File: src/sv/velocity_command_frame_parser_defines.svh
// Assertion macros shared by the command frame parser RTL
`ifndef VELOCITY_COMMAND_FRAME_PARSER_DEFINES_SVH
`define VELOCITY_COMMAND_FRAME_PARSER_DEFINES_SVH

// Same-cycle implication, checked out of reset
`define VCFP_ASSERT_SAME(label, ante, cons, msg) \
    label: assert property (@(posedge clk) disable iff (!rst_n) (ante) |-> (cons)) \
        else $error(msg);

// Next-cycle implication, checked out of reset
`define VCFP_ASSERT_NEXT(label, ante, cons, msg) \
    label: assert property (@(posedge clk) disable iff (!rst_n) (ante) |=> (cons)) \
        else $error(msg);

`endif

File: src/sv/vcfp_pkg.sv
// Types and constants of the velocity command frame parser
`default_nettype none

package vcfp_pkg;

    // Frame layout
    localparam int unsigned FRAME_LEN = 14;
    localparam int unsigned POS_W     = 4;

    typedef logic [POS_W-1:0] pos_t;

    localparam pos_t POS_HDR        = 4'd0;
    localparam pos_t POS_TYPE       = 4'd1;
    localparam pos_t POS_ID         = 4'd2;
    localparam pos_t POS_CMD        = 4'd3;
    localparam pos_t POS_SPEED_X    = 4'd5;
    localparam pos_t POS_SPEED_X_HI = 4'd8;
    localparam pos_t POS_SPEED_W    = 4'd9;
    localparam pos_t POS_SPEED_W_HI = 4'd12;
    localparam pos_t POS_LAST       = 4'(FRAME_LEN - 1);

    // Byte codes
    localparam logic [7:0] HDR_BYTE  = 8'h3E;
    localparam logic [7:0] TYPE_BYTE = 8'hA2;
    localparam logic [7:0] ID_A      = 8'h01;
    localparam logic [7:0] ID_B      = 8'hFE;
    localparam logic [7:0] MODE_FIVE = 8'h05;
    localparam logic [7:0] MODE_SIX  = 8'h06;

    // Configuration register indexes and reset values
    localparam logic [1:0] CFG_DUTY_FIVE    = 2'd0;
    localparam logic [1:0] CFG_DUTY_SIX     = 2'd1;
    localparam logic [1:0] CFG_DUTY_DEFAULT = 2'd2;

    localparam logic [15:0] DUTY_FIVE_RST    = 16'd90;
    localparam logic [15:0] DUTY_SIX_RST     = 16'd18;
    localparam logic [15:0] DUTY_DEFAULT_RST = 16'd54;

    // Fields of a checked frame
    typedef struct packed {
        logic        ok;
        logic [31:0] speed_x;
        logic [31:0] speed_w;
        logic [7:0]  cmd;
    } frame_t;

endpackage

`default_nettype wire

File: src/sv/vcfp_assembler.sv
// Byte-by-byte frame assembler with running checksum and header checks
`default_nettype none

module vcfp_assembler
    import vcfp_pkg::*;
(
    input  wire logic       clk,
    input  wire logic       rst_n,
    input  wire logic       byte_take,
    input  wire logic [7:0] rx_byte,
    output frame_t          frame
);

    pos_t        pos_reg, pos_next;
    logic        type_ok_reg, type_ok_next;
    logic        id_ok_reg, id_ok_next;
    logic [7:0]  cmd_reg, cmd_next;
    logic [7:0]  sum_reg, sum_next;
    logic [31:0] speed_x_reg, speed_x_next;
    logic [31:0] speed_w_reg, speed_w_next;
    logic [1:0]  lane_x;
    logic [1:0]  lane_w;
    pos_t        off_x;
    pos_t        off_w;

    // Byte lane inside each speed word
    always_comb
    begin
        off_x  = pos_reg - POS_SPEED_X;
        off_w  = pos_reg - POS_SPEED_W;
        lane_x = off_x[1:0];
        lane_w = off_w[1:0];
    end

    // Advance position, collect fields and sum
    always_comb
    begin
        pos_next     = pos_reg;
        type_ok_next = type_ok_reg;
        id_ok_next   = id_ok_reg;
        cmd_next     = cmd_reg;
        sum_next     = sum_reg;
        speed_x_next = speed_x_reg;
        speed_w_next = speed_w_reg;
        if (byte_take)
        begin
            if (pos_reg == POS_HDR)
            begin
                pos_next = (rx_byte == HDR_BYTE) ? POS_TYPE : POS_HDR;
                sum_next = '0;
            end
            else if (pos_reg == POS_LAST)
            begin
                pos_next = POS_HDR;
            end
            else
            begin
                pos_next = pos_reg + pos_t'(1);
            end

            if (pos_reg == POS_TYPE)
            begin
                type_ok_next = (rx_byte == TYPE_BYTE);
            end
            if (pos_reg == POS_ID)
            begin
                id_ok_next = (rx_byte == ID_A) || (rx_byte == ID_B);
            end
            if (pos_reg == POS_CMD)
            begin
                cmd_next = rx_byte;
            end
            if (pos_reg >= POS_SPEED_X && pos_reg <= POS_SPEED_W_HI)
            begin
                sum_next = sum_reg + rx_byte;
            end
            if (pos_reg >= POS_SPEED_X && pos_reg <= POS_SPEED_X_HI)
            begin
                speed_x_next[8*lane_x +: 8] = rx_byte;
            end
            if (pos_reg >= POS_SPEED_W && pos_reg <= POS_SPEED_W_HI)
            begin
                speed_w_next[8*lane_w +: 8] = rx_byte;
            end
        end
    end

    // Check the frame on its last byte
    always_comb
    begin
        frame.ok      = byte_take && (pos_reg == POS_LAST) && type_ok_reg && id_ok_reg
                        && (rx_byte == sum_reg);
        frame.speed_x = speed_x_reg;
        frame.speed_w = speed_w_reg;
        frame.cmd     = cmd_reg;
    end

    // Hold position
    always_ff @(posedge clk or negedge rst_n)
    begin
        if (!rst_n)
        begin
            pos_reg <= POS_HDR;
        end
        else
        begin
            pos_reg <= pos_next;
        end
    end

    // Hold collected fields
    always_ff @(posedge clk)
    begin
        type_ok_reg <= type_ok_next;
        id_ok_reg   <= id_ok_next;
        cmd_reg     <= cmd_next;
        sum_reg     <= sum_next;
        speed_x_reg <= speed_x_next;
        speed_w_reg <= speed_w_next;
    end

endmodule

`default_nettype wire

File: src/sv/velocity_command_frame_parser.sv
// Velocity command frame parser: top level with duty registers and result buffering
//
// Takes one serial byte per cycle while in_stall is low and assembles 14-byte command
// frames that open with 0x3E; a byte seen while no frame is open is dropped. On the last
// byte the type byte, the id byte and the 8-bit sum of bytes 5..12 are checked against
// values kept while the frame came in, so there is no frame buffer to scan. A good frame
// gives one result in the output register, or in the skid register when the output is
// held: two little-endian signed speeds, the command byte and the duty compare that the
// command selects. The rate is set by the output register and a one-entry skid register
// behind it; in_stall rises only when both hold results the consumer has not taken.
`default_nettype none

`include "velocity_command_frame_parser_defines.svh"

module velocity_command_frame_parser
    import vcfp_pkg::*;
(
    input  wire logic               clk,
    input  wire logic               rst_n,

    input  wire logic               cfg_write,
    input  wire logic [1:0]         cfg_index,
    input  wire logic [15:0]        cfg_data,

    input  wire logic               in_valid,
    output logic                    in_stall,
    input  wire logic [7:0]         rx_byte,

    output logic                    out_valid,
    input  wire logic               out_stall,
    output logic signed [31:0]      speed_x,
    output logic signed [31:0]      speed_w,
    output logic [15:0]             duty_compare,
    output logic [7:0]              command_code
);

    typedef struct packed {
        logic [31:0] speed_x;
        logic [31:0] speed_w;
        logic [15:0] duty;
        logic [7:0]  cmd;
    } result_t;

    logic [15:0] duty_five_reg;
    logic [15:0] duty_six_reg;
    logic [15:0] duty_default_reg;

    logic        byte_take;
    frame_t      frame;
    result_t     res_new;
    logic        res_push;
    logic        out_take;

    logic        out_valid_reg, out_valid_next;
    result_t     out_reg, out_next;
    logic        skid_valid_reg, skid_valid_next;
    result_t     skid_reg, skid_next;

    assign byte_take = in_valid && !in_stall;
    assign in_stall  = skid_valid_reg;

    vcfp_assembler u_asm (
        .clk       (clk),
        .rst_n     (rst_n),
        .byte_take (byte_take),
        .rx_byte   (rx_byte),
        .frame     (frame)
    );

    // Write configuration registers
    always_ff @(posedge clk or negedge rst_n)
    begin
        if (!rst_n)
        begin
            duty_five_reg    <= DUTY_FIVE_RST;
            duty_six_reg     <= DUTY_SIX_RST;
            duty_default_reg <= DUTY_DEFAULT_RST;
        end
        else if (cfg_write)
        begin
            case (cfg_index)
                CFG_DUTY_FIVE:    duty_five_reg    <= cfg_data;
                CFG_DUTY_SIX:     duty_six_reg     <= cfg_data;
                CFG_DUTY_DEFAULT: duty_default_reg <= cfg_data;
                default:          ;
            endcase
        end
    end

    // Form the result of a good frame
    always_comb
    begin
        res_new.speed_x = frame.speed_x;
        res_new.speed_w = frame.speed_w;
        res_new.cmd     = frame.cmd;
        case (frame.cmd)
            MODE_FIVE: res_new.duty = duty_five_reg;
            MODE_SIX:  res_new.duty = duty_six_reg;
            default:   res_new.duty = duty_default_reg;
        endcase
    end

    assign res_push = frame.ok;
    assign out_take = out_valid_reg && !out_stall;

    // Steer results into the output register or the skid entry
    always_comb
    begin
        out_valid_next  = out_valid_reg;
        out_next        = out_reg;
        skid_valid_next = skid_valid_reg;
        skid_next       = skid_reg;
        if (skid_valid_reg)
        begin
            if (out_take)
            begin
                out_next        = skid_reg;
                skid_valid_next = 1'b0;
            end
        end
        else if (res_push)
        begin
            if (!out_valid_reg || out_take)
            begin
                out_valid_next = 1'b1;
                out_next       = res_new;
            end
            else
            begin
                skid_valid_next = 1'b1;
                skid_next       = res_new;
            end
        end
        else if (out_take)
        begin
            out_valid_next = 1'b0;
        end
    end

    // Hold valid flags
    always_ff @(posedge clk or negedge rst_n)
    begin
        if (!rst_n)
        begin
            out_valid_reg  <= 1'b0;
            skid_valid_reg <= 1'b0;
        end
        else
        begin
            out_valid_reg  <= out_valid_next;
            skid_valid_reg <= skid_valid_next;
        end
    end

    // Hold result payloads
    always_ff @(posedge clk)
    begin
        out_reg  <= out_next;
        skid_reg <= skid_next;
    end

    assign out_valid    = out_valid_reg;
    assign speed_x      = signed'(out_reg.speed_x);
    assign speed_w      = signed'(out_reg.speed_w);
    assign duty_compare = out_reg.duty;
    assign command_code = out_reg.cmd;

    // Checks
    `VCFP_ASSERT_SAME(a_skid_behind_out, skid_valid_reg, out_valid_reg, "skid entry without output item")
    `VCFP_ASSERT_NEXT(a_skid_fill_when_held, !skid_valid_reg && res_push && out_valid_reg && out_stall, skid_valid_reg, "result lost while output held")
    `VCFP_ASSERT_NEXT(a_out_drains, out_take && !skid_valid_reg && !res_push, !out_valid_reg, "output item repeated")

endmodule

`default_nettype wire
File: config.mk
export PLATFORM = sky130hd
export DESIGN_NAME = velocity_command_frame_parser
export DESIGN_NICKNAME = d
export VERILOG_FILES = /design/src/sv/vcfp_pkg.sv /design/src/sv/vcfp_assembler.sv /design/src/sv/velocity_command_frame_parser.sv
export VERILOG_INCLUDE_DIRS = /design/src /design/src/sv
export SDC_FILE = /design/constraint.sdc
export NUM_CORES = 1
export LEC_CHECK = 0
export BUFFER_PORTS_ARGS = -buffer_cell sky130_fd_sc_hd__buf_2
export CORE_ASPECT_RATIO = 1.5
export CORE_MARGIN = 2
export CORE_UTILIZATION = 40
export CTS_CLUSTER_DIAMETER = 120
export CTS_CLUSTER_SIZE = 20
export DETAILED_ROUTE_END_ITERATION = 8
export PLACE_DENSITY = 0.58
export SETUP_SLACK_MARGIN = 0.5
export SLEW_MARGIN = 10
export SYNTH_ARGS = -nofsm -noshare
export SYNTH_HDL_FRONTEND = slang
export SYNTH_HIERARCHICAL = 1
export SYNTH_SLANG_ARGS = --single-unit
export TNS_END_PERCENT = 5
File: constraint.sdc
create_clock -name clk -period 9.05 [get_ports clk]
set_input_delay 0.905 -clock clk [delete_from_list [all_inputs] [get_ports clk]]
set_output_delay 0.905 -clock clk [all_outputs]
set_load 0.05 [all_outputs]
### After elaboration in Yosys (flattened, before gate mapping)

Cells that the tools add are included.
W data, S select, Z words.

| storage, ports and cells | value |
|---|---|
| logic and storage cells | 102 |
| input bits | 31 |
| register bits after elaboration | 312 |

| operators by class | value |
|---|---|
| bitwise logic cells | 2 |
| reduce and logical (&&, ||, !) cells | 32 |
| magnitude comparators | 4 |
| multiplexer cells | 19 |
| equality and inequality tests | 15 |
| add/subtract/negate cells | 6 |
| shift-type cells | 4 |

Operators with widths:

| cell | number |
|---|---|
| $mux W88 | 4 |
| $neg A5 Y34 | 2 |
| $shift A8 B34 Y32 const A | 2 |
| $shiftx A8 B34 Y32 | 2 |
| $bwmux W32 | 2 |
| $pmux W16 S2 | 1 |
| $reduce_and A2 Y1 | 9 |
| $eq A8 B3 Y1 const B | 2 |
| $eq A8 B8 Y1 const B | 2 |
| $mux W8 | 2 |
| $logic_and A1 B1 Y1 | 9 |
| $reduce_and A3 Y1 | 3 |
| $add A8 B8 Y8 | 1 |
| $eq A4 B2 Y1 const B | 2 |
| $eq A8 B1 Y1 const B | 1 |
| $eq A8 B6 Y1 const B | 1 |
| $eq A8 B8 Y1 | 1 |
| $le A4 B4 Y1 const B | 2 |
| $mux W1 | 8 |
| $mux W4 | 2 |
| $reduce_bool A2 Y1 | 4 |
| $add A4 B1 Y4 const B | 1 |
| $eq A4 B1 Y1 const B | 1 |
| $eq A4 B4 Y1 const B | 1 |
| other kinds (12) | 17 |

### Logic depth before layout (Yosys ltp)

Gate-level depths: netlist of run 1.

| logic depth | value |
|---|---|
| depth in word-level cells | 8 |
| depth in mapped cells | 7 |

### By module

Netlist of run 1, hierarchy kept.

By module, submodules not included:

| module | area an instance (um^2) | cells an instance | sequential area each (um^2) | times used |
|---|---|---|---|---|
| velocity_command_frame_parser | 8932.3 | 562 | 6548.8 | 1 |
| vcfp_assembler | 3544.6 | 249 | 2562.5 | 1 |

### Worst setup path before layout of run 1

No wires, ideal clock.

| timing path | value |
|---|---|
| kind | input to register |
| from | input rx_byte[5] |
| to | register out_reg, in the netlist command_code[0], enable pin |
| buffers on the path | 0 |
| required time | 8.381 ns |
| setup slack | -0.080 ns |
| arrival | 8.461 ns |
| stages on the path | 5 |
| cells stage by stage | ha_1 > or4_1 > nor3_1 > nand2b_1 > a21boi_0 |

RTL lines:

| item | line | source |
|---|---|---|
| from (decl) | velocity_command_frame_parser.sv:27 | `input wire logic [7:0] rx_byte,` |
| to (signal assigned) | velocity_command_frame_parser.sv:158 | `out_reg <= out_next;` |
| to (decl) | velocity_command_frame_parser.sv:55 | `result_t out_reg, out_next;` |

==> summary.json, run 1 <==
{
  "vdd_drop_max_mv": 0.115,
  "antenna_found_initial": 2,
  "cts_tree": "done",
  "globalRouteTotalUtil": 0.159,
  "drt-total-wl_mm": 25.7,
  "crit_path_end_kind": "flop",
  "rsz0062_at_grt": "false",
  "pin_count_of_the_biggest_net_entering_global_routing": 69,
  "worstHoldStart": "u_asm/speed_w_reg[25]",
  "postSynth.asyncResetShare": 0.173,
  "clock_tree.htree_level_count": 1,
  "grt_use_met1": 0.194,
  "min_path_type": "reg2reg",
  "power_per_cell_area_mw_per_mm2": 216,
  "gr-usage-met2": 0.289,
  "layout_commonest_cell": "sky130_fd_sc_hd__edfxtp_1",
  "yosys_warnings": 6,
  "finalNonFillerCells": 1348,
  "cell_chosen_for_the_clock_root": "sky130_fd_sc_hd__clkbuf_16",
  "mappedNetlistArea_mm2": 0.0125,
  "clock_latency_ns": 0.53,
  "syn_to_final_growth_pct": 13.0,
  "slew_headroom": 0.259,
  "hold_end": "skid_reg[49]",
  "number_of_global_route_vias_before_repair": 6998,
  "grt.overflow.total": 0,
  "critical_path.reg2reg.endpoint": "speed_x[14]",
  "period_needed_ns": 4.22,
  "busiest_grt_layer": "met2",
  "maxSlewViolCount": 0,
  "syn_nets": 856,
  "final-setup-viol-count": 0,
  "status": "finished, final reports clean",
  "dieHeight_um": 220,
  "worst_r2r_path_depth": 6,
  "dominantRegCellSynth": "sky130_fd_sc_hd__edfxtp_1",
  "initial_utilization": 0.405,
  "route.detailed.vias_per_inst": 5.08,
  "regToRegSetupSlack_ns": 4.83,
  "grtUsageMet3": 0.0214,
  "number_of_buffers_created_by_cts": 19,
  "die-width_um": 148,
  "synth_edf_count": 258,
  "io-pin-count": 121,
  "p_leak_nw": 5.01,
  "final_util": 0.457,
  "post-place-cells": 1312,
  "portBuffers": 120,
  "maxCapViolCount": 0,
  "finalNetCount": 973,
  "final_antenna_net_count": 0,
  "final.period_utilization": 0.466,
  "clock_tree.buffer_depth": 3,
  "clock_edge_transition_at_the_registers_on_the_reported_setup_and_hold_paths_ns": 0.09,
  "fin_hold_viols": 0,
  "netlist_instances": 811,
  "ctsHoldBuffers": 0,
  "post_cts_buffers": 0,
  "remaining_drc_errors": 0,
  "min_delay_path_depth": 0,
  "wirelength_per_cell_um": 19.0,
  "tightestPinTransition_ns": 1.10,
  "critical_path.reg2reg.startpoint": "in_stall",
  "timing.critical_path.fanout_max": 64,
  "core-area_mm2": 0.0308,
  "average_size_of_a_mapped_cell_um2": 15.4,
  "synthDistinctLibCells": 48,
  "required_ns": 9.19,
  "clock_sink_count": 312,
  "post_dp_cell_area_mm2": 0.0136,
  "final_cell_area_mm2": 0.0141,
  "drt_iter0_markers": 422,
  "fin_setup_tns_ns": 0,
  "timing.critical_path.arrival_ns": 4.36,
  "timing_worst_setup_path_type": "reg2reg",
  "placement_rows": 79,
  "die-area_mm2": 0.0327,
  "via_count": 6854,
  "detailed_router_iteration_count_before_antenna_repair": 5,
  "crit_path_start_kind": "flop",
  "largest_reg_flops": 88,
  "final_estimated_routing_congestion_in_global_placement": 0.818,
  "synth-seq-area-share": 0.730,
  "place_hpwl_mm": 17.3,
  "grt_first_pass_wirelength_mm": 40.1,
  "synth.ff_latch_count": 312,
  "finalClockSkew_ns": 0.0255,
  "cts-resized-gates": 0,
  "max_clock_freq_ghz": 0.237,
  "fraction_of_layout_cells_with_a_size_suffix_above_1": 0.294,
  "layout_common_cells": "sky130_fd_sc_hd__edfxtp_1, sky130_fd_sc_hd__buf_2, sky130_fd_sc_hd__mux2_2"
}
## cells in the mapped netlist, types with 13 or more instances
| master | number | area (um2) |
|---|---|---|
| sky130_fd_sc_hd__a21oi_1 | 23 | 115 |
| sky130_fd_sc_hd__a22oi_1 | 16 | 120 |
| sky130_fd_sc_hd__clkbuf_1 | 33 | 124 |
| sky130_fd_sc_hd__dfrtp_1 | 44 | 1100 |
| sky130_fd_sc_hd__edfxtp_1 | 258 | 7750 |
| sky130_fd_sc_hd__ha_1 | 13 | 163 |
| sky130_fd_sc_hd__inv_1 | 27 | 101 |
| sky130_fd_sc_hd__mux2_2 | 103 | 1160 |
| sky130_fd_sc_hd__nand2_1 | 85 | 319 |
| sky130_fd_sc_hd__nor2_1 | 38 | 143 |
| sky130_fd_sc_hd__o21ai_0 | 30 | 150 |
| sky130_fd_sc_hd__o31a_1 | 17 | 149 |
| sky130_fd_sc_hd__o41ai_1 | 16 | 140 |
## worst max path at each step
stage,start,to,depth (start not counted)
after floorplan,rx_byte[5],command_code[0],5
after global placement,rx_byte[5],speed_w[26],7
after detailed placement,rx_byte[5],speed_w[26],7
after CTS,in_stall,speed_x[14],6
after global routing,in_stall,speed_x[30],6
final,in_stall,speed_x[14],6
## cells by family after synthesis
group / after synthesis / synth area share
compound gates: 131 / 0.0712
xor+xnor: 1 / 0.000702
fa+ha+maj: 14 / 0.0146
buf+inv: 67 / 0.0222
flops: 312 / 0.730
mux: 103 / 0.0930
simple gates: 183 / 0.0681
## metal layers
| metal | vias up | share of wire |
|---|---|---|
| met5 | - | 0 |
| met2 | 160 | 0.52 |
| met3 | 47 | 0.040 |
| met4 | 0 | 0.029 |
| met1 | 3366 | 0.41 |
| li1 | 3281 | - |
## worst max-delay path, stage by stage, from the launching register on
cell and delay [ns]:
sky130_fd_sc_hd__dfrtp_4 0.73, sky130_fd_sc_hd__nor2b_1 0.68, sky130_fd_sc_hd__nand2_1 0.30, sky130_fd_sc_hd__nor3_1 0.30
sky130_fd_sc_hd__nand2b_1 0.20, sky130_fd_sc_hd__a21boi_4 0.78, sky130_fd_sc_hd__buf_4 0.78
## report_power, final
group,total [W],switching [W],internal (W)
Clock,0.000856,0.000454,0.000402
Sequential,0.00173,0.0000507,0.00168
Combinational,0.000467,0.000293,0.000173
## area by class of cell
cell class | count | area (um2)
antenna | 2 | 5.00
clock buffer | 32 | 524
clock inverter | 2 | 17.5
fill | 2830 | 16700
inverter | 28 | 105
multi-input combinational | 432 | 3110
sequential | 312 | 9110
tap | 405 | 507
timing repair buffer | 135 | 713
## through the flow
stage	setup WS, ns	total power, W	hold slack [ns]
after floorplan	2.24	0.00208	0.422
after global placement	4.60	0.00222	0.430
after detailed placement	4.54	0.00223	0.434
after CTS	4.73	0.00308	0.448
after global routing	4.37	0.00319	0.466
final	4.83	0.00305	0.451
Power figures use the tool's default switching activity.
==> run 2, diff against run 1 <==
--- a/config.mk
+++ b/config.mk
@@ -13,7 +13,7 @@
 export CTS_CLUSTER_DIAMETER = 120
 export CTS_CLUSTER_SIZE = 20
 export DETAILED_ROUTE_END_ITERATION = 8
-export PLACE_DENSITY = 0.58
+export PLACE_DENSITY = 0.56
 export SETUP_SLACK_MARGIN = 0.5
 export SLEW_MARGIN = 10
 export SYNTH_ARGS = -nofsm -noshare
==> constraint.sdc (replaced) <==
create_clock -name clk -period 3.9 [get_ports clk]
set_input_delay 0.39 -clock clk [delete_from_list [all_inputs] [get_ports clk]]
set_output_delay 0.39 -clock clk [all_outputs]
set_load 0.05 [all_outputs]
==> run 2 against run 1 <==
  * Final area rose by 0.68%
  * Non-clock buffer count rose by 4
  * Worst setup slack got worse by 3.8 ns
  * Via count fell by 0.19%
  * Highest routed layer unchanged
  * Clock skew rose by 0.0030 ns
  * Hold slack got worse by 0.36 ns
==> summary.json, run 2 (synthesis gave the netlist of run 1 again) <==
{
  "route.detailed.vias_per_inst": 5.07,
  "timing_worst_setup_path_type": "reg2out",
  "critical_path.reg2reg.startpoint": "u_asm/pos_reg[1]",
  "timing.critical_path.arrival_ns": 2.50,
  "detailed_router_iteration_count_before_antenna_repair": 6,
  "worstSetupEndpoint": "in_stall",
  "vdd_drop_max_mv": 0.341,
  "pin_count_of_the_biggest_net_entering_global_routing": 83,
  "fin_ws_ns": 1.01,
  "number_of_buffers_created_by_cts": 19,
  "wirelength_per_cell_um": 19.1,
  "drt-total-wl_mm": 25.8,
  "fraction_of_layout_cells_with_a_size_suffix_above_1": 0.304,
  "min_path_type": "in2reg",
  "post_dp_cell_area_mm2": 0.0136,
  "initial_utilization": 0.405,
  "placement_rows": 79,
  "clock_tree.buffer_depth": 3,
  "cts_tree": "done",
  "period_needed_ns": 2.89,
  "dieHeight_um": 220,
  "grtUsageMet3": 0.0175,
  "remaining_drc_errors": 0,
  "rsz0062_at_grt": "false",
  "regToRegSetupSlack_ns": 1.11,
  "clock_tree.htree_level_count": 1,
  "layout_common_cells": "sky130_fd_sc_hd__edfxtp_1, sky130_fd_sc_hd__buf_2, sky130_fd_sc_hd__mux2_2",
  "portBuffers": 120,
  "max_clock_freq_ghz": 0.346,
  "globalRouteTotalUtil": 0.159,
  "clock_latency_ns": 0.53,
  "largest_reg_flops": 88,
  "grt.overflow.total": 0,
  "antennaDiodeCount": 0,
  "io-pin-count": 121,
  "power_per_cell_area_mw_per_mm2": 502,
  "number_of_global_route_vias_before_repair": 6856,
  "drt_iter0_markers": 382,
  "p_leak_nw": 5.04,
  "antenna_found_initial": 0,
  "final-setup-viol-count": 0,
  "cell_chosen_for_the_clock_root": "sky130_fd_sc_hd__clkbuf_16",
  "critical_path.reg2reg.endpoint": "speed_x[11]",
  "tightestPinTransition_ns": 1.07,
  "fin_setup_tns_ns": 0,
  "final.period_utilization": 0.740,
  "fin_hold_viols": 0,
  "crit_path_start_kind": "flop",
  "sequential_cell_area_mm2": 0.00911,
  "grt_use_met1": 0.197,
  "clock_sink_count": 312,
  "worst_r2r_path_depth": 8,
  "required_ns": 3.51,
  "finalClockSkew_ns": 0.0285,
  "post-place-ws_ns": 0.940,
  "gr-usage-met2": 0.292,
  "place_hpwl_mm": 17.3,
  "multi_input_comb_area_mm2": 0.00317,
  "busiest_grt_layer": "met2",
  "grt_first_pass_wirelength_mm": 40.0,
  "final_antenna_net_count": 0,
  "die-area_mm2": 0.0327,
  "final_estimated_routing_congestion_in_global_placement": 0.848,
  "timing.critical_path.fanout_max": 82,
  "syn_to_final_growth_pct": 13.8,
  "slew_headroom": 0.288,
  "status": "finished, final reports clean",
  "layout_commonest_cell": "sky130_fd_sc_hd__edfxtp_1",
  "finalNetCount": 977,
  "via_count": 6841,
  "maxCapViolCount": 0,
  "crit_start": "in_stall",
  "final_cell_area_mm2": 0.0142,
  "nFillCells": 2803,
  "cts-resized-gates": 0,
  "maxSlewViolCount": 0,
  "die-width_um": 148,
  "crit_path_end_kind": "output pin",
  "clock_edge_transition_at_the_registers_on_the_reported_setup_and_hold_paths_ns": 0.09,
  "finalPower_w": 0.00713,
  "core-area_mm2": 0.0308
}
==> run 2: cell types whose count changed in the layout (fill, tap and decap cells not counted), moves of 2 or more <==
cell / delta
sky130_fd_sc_hd__ha_4: +3
sky130_fd_sc_hd__diode_2: -2
sky130_fd_sc_hd__ha_1: -3
sky130_fd_sc_hd__buf_4: +2
==> run 2: stage by stage <==
stage	std cells	util	hold slack (ns)
2_1_floorplan	811	-	0.0944
3_3_place_gp	1315	0.442	0.425
3_5_place_dp	1315	0.442	0.433
4_1_cts	1350	0.460	0.0622
5_1_grt	1350	0.460	0.0952
6_report	1350	0.460	0.0858
==> run 2: metal layers <==
layer / vias up / wire, um
met5: - / 0
met3: 33 / 902
met1: 3378 / 10700
li1: 3282 / -
met4: 0 / 641
met2: 148 / 13500
==> run 2: final cells by class <==
cell class,count,share of cell area
sequential,312,0.642
clock inverter,2,0.00123
multi-input combinational,432,0.223
inverter,28,0.00740
timing repair buffer,139,0.0534
tap,405,0.0357
clock buffer,32,0.0369
==> run 2: worst max-delay path, stage by stage (launching register included) <==
cell,delay [ns]
sky130_fd_sc_hd__dfrtp_4,0.65
sky130_fd_sc_hd__buf_4,0.87
sky130_fd_sc_hd__buf_2,0.42
==> run 2: power by group <==
group	internal, W	switching, W
sequential	0.00390	0.000116
combinational	0.000426	0.000691
clock	0.000932	0.00107
total	0.00525	0.00187
==> run 2: worst min-delay path by stage <==
stage	startpoint	end	slack [ns]	depth (start not counted)
2_1_floorplan	rst_n	duty_default_reg[0]	0.09	0
3_3_place_gp	u_asm/speed_w_reg[26]	skid_reg[50]	0.42	0
3_5_place_dp	u_asm/speed_w_reg[4]	skid_reg[28]	0.43	0
4_1_cts	cfg_data[9]	duty_five_reg[9]	0.06	3
5_1_grt	cfg_data[15]	duty_five_reg[15]	0.1	3
6_report	cfg_data[9]	duty_five_reg[9]	0.09	3
==> run 2: what timing repair did <==
action                                  4_1_cts  5_1_grt
hold endpoints to repair                     28        0
hold buffers                                  1        0
buffers inserted                              0        0
endpoints found under the setup margin        0        0
